[config.mk]
export PLATFORM = sky130hd
export DESIGN_NAME = srsw_cfg
export DESIGN_NICKNAME = d
export VERILOG_FILES = /design/src/hdl/srsw_pkg.sv /design/src/hdl/srsw_cfg.sv
export SDC_FILE = /design/constraint.sdc
export NUM_CORES = 1
export LEC_CHECK = 0
export BUFFER_PORTS_ARGS = -buffer_cell sky130_fd_sc_hd__buf_4
export CAP_MARGIN = 20
export CORE_MARGIN = 3
export CORE_UTILIZATION = 38
export CTS_CLUSTER_DIAMETER = 40
export CTS_CLUSTER_SIZE = 40
export DETAILED_ROUTE_END_ITERATION = 10
export GPL_TIMING_DRIVEN = 0
export PLACE_DENSITY = 0.75
export RECOVER_POWER = 100
export SLEW_MARGIN = 30
export SYNTH_ARGS = -nofsm -noshare
export SYNTH_HDL_FRONTEND = slang
export SYNTH_SLANG_ARGS = --single-unit
export TNS_END_PERCENT = 10
[constraint.sdc]
create_clock -name clk -period 1.25 [get_ports clk]
set_clock_uncertainty 0.15 [all_clocks]
set_input_delay 0.125 -clock clk [delete_from_list [all_inputs] [get_ports clk]]
set_output_delay 0.125 -clock clk [all_outputs]
set_load 0.02 [all_outputs]
[src/hdl/srsw_pkg.sv]
// ----------------------------------------------------------------------------
// srsw_pkg: shared types and constants for the selective-repeat send window
// Opcodes, status codes, register indexes, controller states and the
// command and status bundles between controller and datapath.
// ----------------------------------------------------------------------------
package srsw_pkg;

	localparam int OPCODE_W = 2;
	localparam int STATUS_W = 2;
	localparam int APB_AW   = 4;
	localparam int APB_DW   = 32;
	localparam int REG_IX_W = 2;

	// register indexes (byte address / 4)
	localparam logic [REG_IX_W-1:0] REG_TOTAL   = 2'd0;
	localparam logic [REG_IX_W-1:0] REG_WINDOW  = 2'd1;
	localparam logic [REG_IX_W-1:0] REG_TIMEOUT = 2'd2;

	localparam int TIMEOUT_RESET = 3;

	typedef enum logic [OPCODE_W-1:0] {
		OP_SCHED = 2'd0,
		OP_ACK   = 2'd1,
		OP_TICK  = 2'd2
	} opcode_t;

	typedef enum logic [STATUS_W-1:0] {
		ST_OK    = 2'd0,
		ST_RANGE = 2'd1,
		ST_NACK  = 2'd2
	} status_t;

	typedef enum logic [3:0] {
		S_CLEAR,
		S_IDLE,
		S_DECODE,
		S_SCH_RD,
		S_SCH_EV,
		S_BASE_RD,
		S_BASE_EV,
		S_BASE_SET,
		S_FINISH
	} state_t;

	// controller -> datapath
	typedef struct packed {
		logic    load_in;
		logic    scan_init;
		logic    idx_inc;
		logic    clr_wr;
		logic    sch_wr;
		logic    ack_wr;
		logic    pend_load;
		logic    emit_pend;
		logic    emit_final;
		logic    status_set;
		status_t status_code;
		logic    base_load;
		logic    tick_inc;
	} dp_cmd_t;

	// datapath -> controller
	typedef struct packed {
		opcode_t op;
		logic    base_ok;
		logic    ack_oob;
		logic    ack_pos;
		logic    due;
		logic    pend;
		logic    idx_at_end;
		logic    rd_acked;
		logic    clr_last;
	} dp_stat_t;

endpackage

[src/hdl/srsw_cfg.sv]
// ----------------------------------------------------------------------------
// srsw_cfg: configuration registers
// APB-style register file for total packets, window length and timeout,
// plus the clamped values that the datapath works with.
// ----------------------------------------------------------------------------
module srsw_cfg #(
	parameter int MAX_PACKETS = 1024,
	parameter int WINDOW_MAX  = 8,
	parameter int STAMP_BITS  = 16,
	parameter int CNT_W       = 11,
	parameter int LEN_W       = 4
) (
	input  logic                        clk,
	input  logic                        arst_n,
	input  logic                        psel,
	input  logic                        penable,
	input  logic                        pwrite,
	input  logic [srsw_pkg::APB_AW-1:0] paddr,
	input  logic [srsw_pkg::APB_DW-1:0] pwdata,
	output logic [srsw_pkg::APB_DW-1:0] prdata,
	output logic                        pready,
	output logic [CNT_W-1:0]            eff_total,
	output logic [LEN_W-1:0]            eff_len,
	output logic [STAMP_BITS-1:0]       timeout
);
	import srsw_pkg::*;

	logic [CNT_W-1:0]      total_q;
	logic [LEN_W-1:0]      wlen_q;
	logic [STAMP_BITS-1:0] timeout_q;
	logic [REG_IX_W-1:0]   reg_ix;
	logic                  wr_beat;

	assign pready  = 1'b1;
	assign reg_ix  = paddr[APB_AW-1:2];
	assign wr_beat = psel && penable && pwrite;

	// write on the access beat
	always_ff @(posedge clk or negedge arst_n) begin
		if (!arst_n) begin
			total_q   <= CNT_W'(MAX_PACKETS);
			wlen_q    <= LEN_W'(WINDOW_MAX);
			timeout_q <= STAMP_BITS'(TIMEOUT_RESET);
		end else if (wr_beat) begin
			if (reg_ix == REG_TOTAL)   total_q   <= pwdata[CNT_W-1:0];
			if (reg_ix == REG_WINDOW)  wlen_q    <= pwdata[LEN_W-1:0];
			if (reg_ix == REG_TIMEOUT) timeout_q <= pwdata[STAMP_BITS-1:0];
		end
	end

	// read back
	always_comb begin
		prdata = '0;
		if (reg_ix == REG_TOTAL)        prdata = APB_DW'(total_q);
		else if (reg_ix == REG_WINDOW)  prdata = APB_DW'(wlen_q);
		else if (reg_ix == REG_TIMEOUT) prdata = APB_DW'(timeout_q);
	end

	// clamp zero to one and large values to the maximum
	always_comb begin
		if (total_q == '0)                        eff_total = CNT_W'(1);
		else if (total_q > CNT_W'(MAX_PACKETS))   eff_total = CNT_W'(MAX_PACKETS);
		else                                      eff_total = total_q;
		if (wlen_q == '0)                         eff_len = LEN_W'(1);
		else if (wlen_q > LEN_W'(WINDOW_MAX))     eff_len = LEN_W'(WINDOW_MAX);
		else                                      eff_len = wlen_q;
	end

	assign timeout = timeout_q;

endmodule

==> impl_metrics.env <==
export IMPL_place_area_sq_um=2320
export IMPL_timing_final_crit_share_pct=131
export IMPL_synth_top_cell_area_share_pct=40.4
export IMPL_crit_arrival_ns=1.36
export IMPL_grt_pass1_wl_microns=7060
export IMPL_drc=0
export IMPL_layout_commonest_cell="buf_4"
export IMPL_initialDrtViolationCount=63
export IMPL_gp_congestion=0.725
export IMPL_grt_total_usage_pct=17.2
export IMPL_cts_sinks=31
export IMPL_fin_area_sq_um=2680
export IMPL_synth_area_sq_um=1670
export IMPL_wl_per_cell_microns=14.9
export IMPL_fillers=352
export IMPL_final_min_clock_period_ns=1.64
export IMPL_synth_cell_types=21
export IMPL_rsz0062_at_grt="yes"
export IMPL_htree_levels=2
export IMPL_end_kind="primary output"
export IMPL_path_class="flip-flop to primary output"
export IMPL_stdcell_count=310
export IMPL_finalSetupViolCount=36
export IMPL_start_util_pct=40.7
export IMPL_cts_buffer_depth=2
export IMPL_tritoncts="built"
export IMPL_crit_fanout=2
export IMPL_grt_start_max_net_pins=32
export IMPL_netlist_instances=146
export IMPL_violations="setup timing"
export IMPL_max_slew_margin_pct=48.3
export IMPL_synth_seq_cells=31
export IMPL_layout_common_cells="buf_4 (60), dfrtp_1 (27), mux2_2 (22)"
export IMPL_worst_slew_pin_slew_ns=0.776
export IMPL_grt_remaining_overflow=0
export IMPL_wl_microns=4610
export IMPL_max_freq_ghz=0.611
export IMPL_nets=301
export IMPL_io_buffer_count=68
export IMPL_cts_root_buffer="clkbuf_8"
export IMPL_vdd_ir_drop_worst_mv=0.944
export IMPL_ant_nets=0
export IMPL_report_final_slew_viol_count=0
export IMPL_dr_pass1_iters=4
export IMPL_grt_pass1_vias=1489
export IMPL_synth_area_leaders="dfrtp_1 (40%), mux2_2 (21%), buf_4 (8.1%), mux2i_1 (6.6%), dfstp_2 (6.3%)"
export IMPL_hpwl_microns=3110
export IMPL_vias=1452
export IMPL_status="complete, but fails checks"
export IMPL_core_area_sq_um=4120
export IMPL_viasPerCell=4.68
export IMPL_yosysSeqAreaShare_pct=46.7
export IMPL_required_ns=0.98
export IMPL_area_growth_synth_to_final_pct=60.1
export IMPL_clk_latency_ns=0.27
export IMPL_drv_cap=0
export IMPL_power_mw=3.99
export IMPL_die_w_microns=72.4
export IMPL_timing_final_ws_setup_ns=-0.386
export IMPL_n_antenna_cell=0
export IMPL_die_h_microns=72.4
export IMPL_fp_dieArea_sq_um=5230
export IMPL_io_pins=105
export IMPL_drive_gt1_share_pct=54.2
export IMPL_holdCritPathClass="input port to flip-flop"
export IMPL_power_density_nw_per_um2=1490
export IMPL_syn_avg_cell_area_sq_um=11.5
export IMPL_cts_buffers=5
export IMPL_antenna_found_initial=0
export IMPL_startpoint_type="flip-flop"
export IMPL_yosys_area_top_type="dfrtp_1"
export IMPL_rows=23
export IMPL_clkTransAtPathRegs_ns=0.06
export IMPL_dpl_cell_count=279
export IMPL_hold_violations=0
export IMPL_ff2ff_setup_slack_ns=0.18
export IMPL_yosysWarnings=0
export IMPL_power_leakage_nw=1.34
export IMPL_fin_hold_ws_ns=0.142
## kinds of logic (layout without fill, tap and decap cells)
family,count (synthesis),count (layout),share of synthesized area [%]
AND/OR/NAND/NOR,39,39,13.2
flip-flops,31,31,46.7
multiplexers,42,42,27.4
buffers and inverters,27,126,10.8
other,2,17,0.449
AO/OA/AOI/OAI,5,5,1.50
## final timing paths
path / start / endpoint / cells past startpoint
max in group asynchronous: arst_n / wlen_q[0] / 2
min reg2reg: timeout[14] / timeout[14] / 1
min in group asynchronous: arst_n / timeout[13] / 2
max: total_q[7] / eff_total[0] / 4
min: paddr[2] / total_q[5] / 3
max reg2reg: total_q[10] / total_q[10] / 2
## worst max-delay path: stages, from the launching register on
cell     delay (ns)
dfrtp_1        0.41
nor4_2         0.30
nand3_1        0.11
o21ai_1        0.11
buf_4          0.17
## flip-flops by register name, indices dropped and copies added, names as in the netlist
name,count
wlen_q,4
total_q,11
timeout,16
## power breakdown
group / leakage (nW) / switching [mW] / internal [mW] / total (mW)
registers: 0.373 / 0.232 / 1.26 / 1.49
logic: 0.927 / 0.877 / 0.904 / 1.78
clock network: 0.0383 / 0.333 / 0.382 / 0.716
total: 1.34 / 1.44 / 2.55 / 3.99
## metrics by stage
step	TNS (ns)	setup slack, ns	util (%)
6_report	-6.61	-0.386	65.1
5_1_grt	-9.73	-0.446	65.1
4_1_cts	-5.74	-0.372	65.4
3_5_place_dp	-9.15	-0.425	56.4
3_3_place_gp	-8.72	-0.402	56.4
2_1_floorplan	-1.59	-0.100	-
## Yosys cell counts (all sizes together)
cell type / instances
nor2b: 12
inv: 1
clkbuf: 5
nor3b: 1
nor3: 1
o21ai: 5
dfrtp: 27
conb: 2
dfstp: 4
mux2i: 11
buf: 21
and2: 5
mux2: 31
nand3: 2
nor4: 2
nor2: 11
nand2: 4
or3b: 1
## layer usage
metal	vias up	global-route usage [%]	share of wire, %
li1	685	-	-
met1	706	21.7	42
met2	59	29.1	50
met3	2	4.71	7.8
met4	0	4.38	0.20
met5	-	0	0
## timing repair
action                                  CTS  global route
hold buffers                             17             0
hold endpoints to repair                 62             0
gates resized for setup                  20            20
endpoints found under the setup margin   41            42
cloned                                    0             0
pin swaps                                 3             3
buffers inserted                          6             1
## final cells by class
class	instances	area [sq um]	area share [%]
Sequential cell	31	781	29.1
Clock buffer	7	76.3	2.85
Tap cell	50	62.6	2.34
Inverter	1	3.75	0.140
Multi-Input combinational cell	103	826	30.8
Timing Repair Buffer	92	729	27.2
Buffer	26	200	7.47
Note: power is estimated with default switching activity, not from simulation.
