`config.mk`:
```
export PLATFORM = sky130hd
export DESIGN_NAME = srsw_ctrl
export DESIGN_NICKNAME = d
export VERILOG_FILES = /design/src/hdl/srsw_pkg.sv /design/src/hdl/srsw_ctrl.sv
export SDC_FILE = /design/constraint.sdc
export NUM_CORES = 1
export LEC_CHECK = 0
export BUFFER_PORTS_ARGS = -buffer_cell sky130_fd_sc_hd__buf_4
export CORE_MARGIN = 8
export CORE_UTILIZATION = 30
export DETAILED_ROUTE_END_ITERATION = 7
export SKIP_CTS_REPAIR_TIMING = 1
export SLEW_MARGIN = 20
export SYNTH_ARGS = -nofsm -noshare
export SYNTH_HDL_FRONTEND = slang
export SYNTH_SLANG_ARGS = --single-unit
```
`constraint.sdc`:
```
create_clock -name clk -period 1.7 [get_ports clk]
set_input_delay 0.34 -clock clk [delete_from_list [all_inputs] [get_ports clk]]
set_output_delay 0.34 -clock clk [all_outputs]
set_load 0.01 [all_outputs]
```
`src/hdl/srsw_pkg.sv`:
```
// ----------------------------------------------------------------------------
// srsw_pkg: shared types and constants for the selective-repeat send window
// Opcodes, status codes, register indexes, controller states and the
// command and status bundles between controller and datapath.
// ----------------------------------------------------------------------------
package srsw_pkg;

	localparam int OPCODE_W = 2;
	localparam int STATUS_W = 2;
	localparam int APB_AW   = 4;
	localparam int APB_DW   = 32;
	localparam int REG_IX_W = 2;

	// register indexes (byte address / 4)
	localparam logic [REG_IX_W-1:0] REG_TOTAL   = 2'd0;
	localparam logic [REG_IX_W-1:0] REG_WINDOW  = 2'd1;
	localparam logic [REG_IX_W-1:0] REG_TIMEOUT = 2'd2;

	localparam int TIMEOUT_RESET = 3;

	typedef enum logic [OPCODE_W-1:0] {
		OP_SCHED = 2'd0,
		OP_ACK   = 2'd1,
		OP_TICK  = 2'd2
	} opcode_t;

	typedef enum logic [STATUS_W-1:0] {
		ST_OK    = 2'd0,
		ST_RANGE = 2'd1,
		ST_NACK  = 2'd2
	} status_t;

	typedef enum logic [3:0] {
		S_CLEAR,
		S_IDLE,
		S_DECODE,
		S_SCH_RD,
		S_SCH_EV,
		S_BASE_RD,
		S_BASE_EV,
		S_BASE_SET,
		S_FINISH
	} state_t;

	// controller -> datapath
	typedef struct packed {
		logic    load_in;
		logic    scan_init;
		logic    idx_inc;
		logic    clr_wr;
		logic    sch_wr;
		logic    ack_wr;
		logic    pend_load;
		logic    emit_pend;
		logic    emit_final;
		logic    status_set;
		status_t status_code;
		logic    base_load;
		logic    tick_inc;
	} dp_cmd_t;

	// datapath -> controller
	typedef struct packed {
		opcode_t op;
		logic    base_ok;
		logic    ack_oob;
		logic    ack_pos;
		logic    due;
		logic    pend;
		logic    idx_at_end;
		logic    rd_acked;
		logic    clr_last;
	} dp_stat_t;

endpackage

```
`src/hdl/srsw_ctrl.sv`:
```
// ----------------------------------------------------------------------------
// srsw_ctrl: sequencer
// Runs the clearing sweep after reset, decodes each item and steps the
// datapath through the window scans one entry at a time.
// ----------------------------------------------------------------------------
module srsw_ctrl (
	input  logic               clk,
	input  logic               arst_n,
	input  logic               start,
	output logic               busy,
	output srsw_pkg::dp_cmd_t  cmd,
	input  srsw_pkg::dp_stat_t stat
);
	import srsw_pkg::*;

	state_t state_q;
	state_t state_d;

	// state register
	always_ff @(posedge clk or negedge arst_n) begin
		if (!arst_n) state_q <= S_CLEAR;
		else         state_q <= state_d;
	end

	assign busy = state_q != S_IDLE;

	// next state and commands
	always_comb begin
		state_d = state_q;
		cmd     = '0;
		unique case (state_q)
			S_CLEAR: begin
				cmd.clr_wr = 1'b1;
				if (stat.clr_last) state_d = S_IDLE;
				else               cmd.idx_inc = 1'b1;
			end
			S_IDLE: begin
				if (start) begin
					cmd.load_in = 1'b1;
					state_d     = S_DECODE;
				end
			end
			S_DECODE: begin
				unique case (stat.op)
					OP_SCHED: begin
						if (stat.base_ok) begin
							cmd.scan_init = 1'b1;
							state_d       = S_SCH_RD;
						end else begin
							state_d = S_FINISH;
						end
					end
					OP_ACK: begin
						if (stat.ack_oob) begin
							cmd.status_set  = 1'b1;
							cmd.status_code = ST_RANGE;
							state_d         = S_FINISH;
						end else begin
							if (stat.ack_pos) begin
								cmd.ack_wr = 1'b1;
							end else begin
								cmd.status_set  = 1'b1;
								cmd.status_code = ST_NACK;
							end
							if (stat.base_ok) begin
								cmd.scan_init = 1'b1;
								state_d       = S_BASE_RD;
							end else begin
								state_d = S_FINISH;
							end
						end
					end
					OP_TICK: begin
						cmd.tick_inc = 1'b1;
						state_d      = S_FINISH;
					end
					default: state_d = S_FINISH;
				endcase
			end
			S_SCH_RD: state_d = S_SCH_EV;
			S_SCH_EV: begin
				// stamp a due packet and hold it back until the next one shows up
				if (stat.due) begin
					cmd.sch_wr    = 1'b1;
					cmd.pend_load = 1'b1;
					cmd.emit_pend = stat.pend;
				end
				if (stat.idx_at_end) begin
					state_d = S_FINISH;
				end else begin
					cmd.idx_inc = 1'b1;
					state_d     = S_SCH_RD;
				end
			end
			S_BASE_RD: state_d = S_BASE_EV;
			S_BASE_EV: begin
				// advance over acked packets up to one past the window end
				if (stat.rd_acked) begin
					cmd.idx_inc = 1'b1;
					state_d     = stat.idx_at_end ? S_BASE_SET : S_BASE_RD;
				end else begin
					state_d = S_BASE_SET;
				end
			end
			S_BASE_SET: begin
				cmd.base_load = 1'b1;
				state_d       = S_FINISH;
			end
			S_FINISH: begin
				cmd.emit_final = 1'b1;
				state_d        = S_IDLE;
			end
			default: state_d = S_IDLE;
		endcase
	end

endmodule

```
==> results.md <==
* Ant. Diodes at 0
* Async set-reset flop share out of synthesis at 100%
* Power density cells at 1220 mW/mm²
* Starting Density at 32.7%
* Mapped Cells at 57
* FF/Latch Area at 105 µm²
* Drt first pass iters at 4
* Layout cells sized above 1 at 60.4%
* Worst-Skew Late Latency at 0.23 ns
* Critical Path End Type: output port
* Largest Register: state_q
* Die W at 53.9 µm
* Fillers at 134
* Worst r2r src: state_q[2]
* Largest register FFs at 4
* Drt total wl at 1.53 mm
* Port buffer count at 27
* GP Congestion at 0.812
* Critical-path maximum fanout at 5
* Sink Count at 4
* Worst Hold Path EP: state_q[0]
* Area Overhead vs Synth at 77.0%
* Clock power share at 12.1%
* Switching portion of total power at 41.3%
* Status: complete, but fails checks
* Post-synthesis sequential area ratio at 23.3%
* Via count at 543
* Yosys Warn Count at 0
* Worst EP required at 1.36 ns
* Fmax at 536 MHz
* Hpwl dp at 1.17 mm
* CTS tree: built
* Hold depth at 2
* Synth Flop Type: dfrtp_1
* Final setup viols at 7
* First-pass GRT wire length at 2.11 mm
* Sw power at 0.384 mW
* Starting DRC count in detailed routing at 17
* Final Max Tran Viols at 0
* Chip Height at 53.9 µm
* Syn nets at 70
* R2R Setup Slk at 0.13 ns
* FF-to-FF End: state_q[0]
* Pre-CTS WS at 0.0627 ns
* Final Critical Period at 1.87 ns
* Wire length per cell at 14.4 µm
* Lkg Pwr at 0.394 nW
* Die area at 0.00290 mm²
* RSZ-0062 raised after global routing: yes
* Slew HR at 78.6%
* Drt via density at 5.12
* Synth Register Bits at 4
* Final core occ at 57.8%
* Violated checks: setup timing
* Crit path DAT at 1.53 ns
* Period utilisation layout at 110%
* Clock Tree Root: clkbuf_4
* Worst hold path startpoint: stat[0]
* Sequential power share at 22.8%
* Comb power frac at 65.1%
* Largest net degree at the start of global routing at 9
* WS Path Type: flip-flop to output port
* Max-Cap Viols at 0
* Critical Path Start Type: flip-flop
* Synthesized area per cell at 7.55 µm²
* Number of remaining DRC errors at 0
* Number of global-route vias before repair at 514
* Power after layout at 0.931 mW
* Distinct cells, synth at 26
* Placeable Area at 0.00132 mm²
* Post-DRT Antenna Nets at 0
* Overflow after GRT at 0
* Final Worst Setup Slack at -0.166 ns
* Final hold violation count at 0
* Area taken by multi-input logic gates at 335 µm²
* Clock Path Buffers at 2
* GRT Resource Usage Total at 9.33%
* Post-synth EDFFs at 0
* Cell Area, Synth at 430 µm²
* Max H-tree Level at 1
* Initial antenna violation count at 0
* Max VDD drop at 0.847 mV
* FF-to-FF path depth at 5
* Slew of the pin with the lowest slew margin at 0.320 ns
* Clock slew at the register clock pins of the worst setup and hold paths at 0.04 ns
* Top Registers: state_q x4
* Setup TNS at -0.639 ns
* Layout Skew at 0.00156 ns
* Hold Path Class: primary input to flip-flop
* # rows at 13
* Layout net count at 106
* Num ports at 28
* CTS Buf Count at 3
* Int Pwr at 0.547 mW
-- cell usage in the layout, fill, tap and decap left out --
| master | count |
|---|---|
| o22ai_1 | 2 |
| nand2_1 | 9 |
| nor4b_4 | 1 |
| o32a_1 | 1 |
| and3_4 | 1 |
| buf_4 | 33 |
| and2_1 | 1 |
| a211oi_1 | 1 |
| nor3b_1 | 1 |
| xor2_1 | 1 |
| and2b_2 | 1 |
| clkbuf_4 | 3 |
| or2_2 | 1 |
| nor4b_2 | 1 |
| nor2_2 | 1 |
| a21oi_1 | 5 |
| nor3b_2 | 2 |
| o21ai_1 | 1 |
| nor3_1 | 2 |
| nor2_1 | 3 |
| nor2b_2 | 1 |
| a21oi_2 | 1 |
| inv_1 | 3 |
| nor2b_1 | 2 |
| dfrtp_2 | 4 |
| and3b_2 | 1 |
| o31a_1 | 1 |
| a21bo_2 | 1 |
| nor3_2 | 1 |
| dlygate4sd3_1 | 1 |
| and3_1 | 2 |
| buf_6 | 1 |
| nand3b_4 | 1 |
-- power by group through the flow --
stage | logic (mW) | clock network [mW] | registers, mW
3_5_place_dp | 0.564 | 0 | 0.198
5_1_grt | 0.668 | 0.122 | 0.220
2_1_floorplan | 0.359 | 0 | 0.162
4_1_cts | 0.565 | 0.121 | 0.197
3_3_place_gp | 0.568 | 0 | 0.194
6_report | 0.607 | 0.113 | 0.212
-- stage by stage --
| step | hold slack (ns) | instance area [µm²] | instances |
|---|---|---|---|
| after global routing | 0.389 | 762 | 106 |
| after global placement | 0.136 | 674 | 101 |
| after floorplan | 0.0444 | 430 | 57 |
| after detailed placement | 0.136 | 674 | 101 |
| after CTS | -0.114 | 697 | 104 |
| final | 0.371 | 762 | 106 |
-- kinds of logic (layout without fill, tap and decap cells) --
group           after synthesis  after routing  share of synthesized area (%)
flops                         4              4                           23.3
simple gates                 32             32                           47.4
buf+inv                       7             41                           7.85
xor+xnor                      1              1                           2.04
compound gates               13             13                           19.5
-- critical path, stage by stage, from the launching register on --
cell and delay (ns):
dfrtp_2 0.43, nor4b_4 0.38, nand3b_4 0.14, nor3_1 0.19
buf_4 0.16
-- cells in the mapped netlist, types with 2 or more instances --
cell / n / share of area [%]
nand2_1: 9 / 7.8
a21oi_1: 6 / 7.0
dfrtp_1: 4 / 23
nor2_1: 4 / 3.5
and3_1: 3 / 4.4
buf_2: 3 / 3.5
inv_1: 3 / 2.6
nor2b_1: 3 / 4.4
nor3_1: 3 / 3.5
nor3b_1: 2 / 3.5
o22ai_1: 2 / 2.9
-- routing by layer --
layer	vias up	wire, µm	global-route usage, %
met5	-	0	0
met4	0	10	5.46
met3	2	168	2.48
met2	19	804	14.5
met1	252	548	11.3
li1	270	-	-
-- final cells by class --
cell class / instances / share of cell area, %
well taps: 15 / 2.46
flip-flops and latches: 4 / 13.8
repair buffers: 35 / 35.3
clock buffers: 3 / 2.96
multi-input cells: 46 / 44.0
inverters: 3 / 1.48
-- how the worst max path moves through the flow --
stage                     from  endpoint  slack [ns]  cells after the start
floorplan           state_q[3]    cmd[8]        0.07                      3
global placement    state_q[3]    cmd[8]        0.09                      4
detailed placement  state_q[3]    cmd[8]        0.06                      4
CTS                 state_q[3]    cmd[8]       -0.20                      4
global route        state_q[2]    cmd[3]       -0.22                      4
finish              state_q[2]    cmd[3]       -0.17                      4
(Power assumes the default switching activity.)
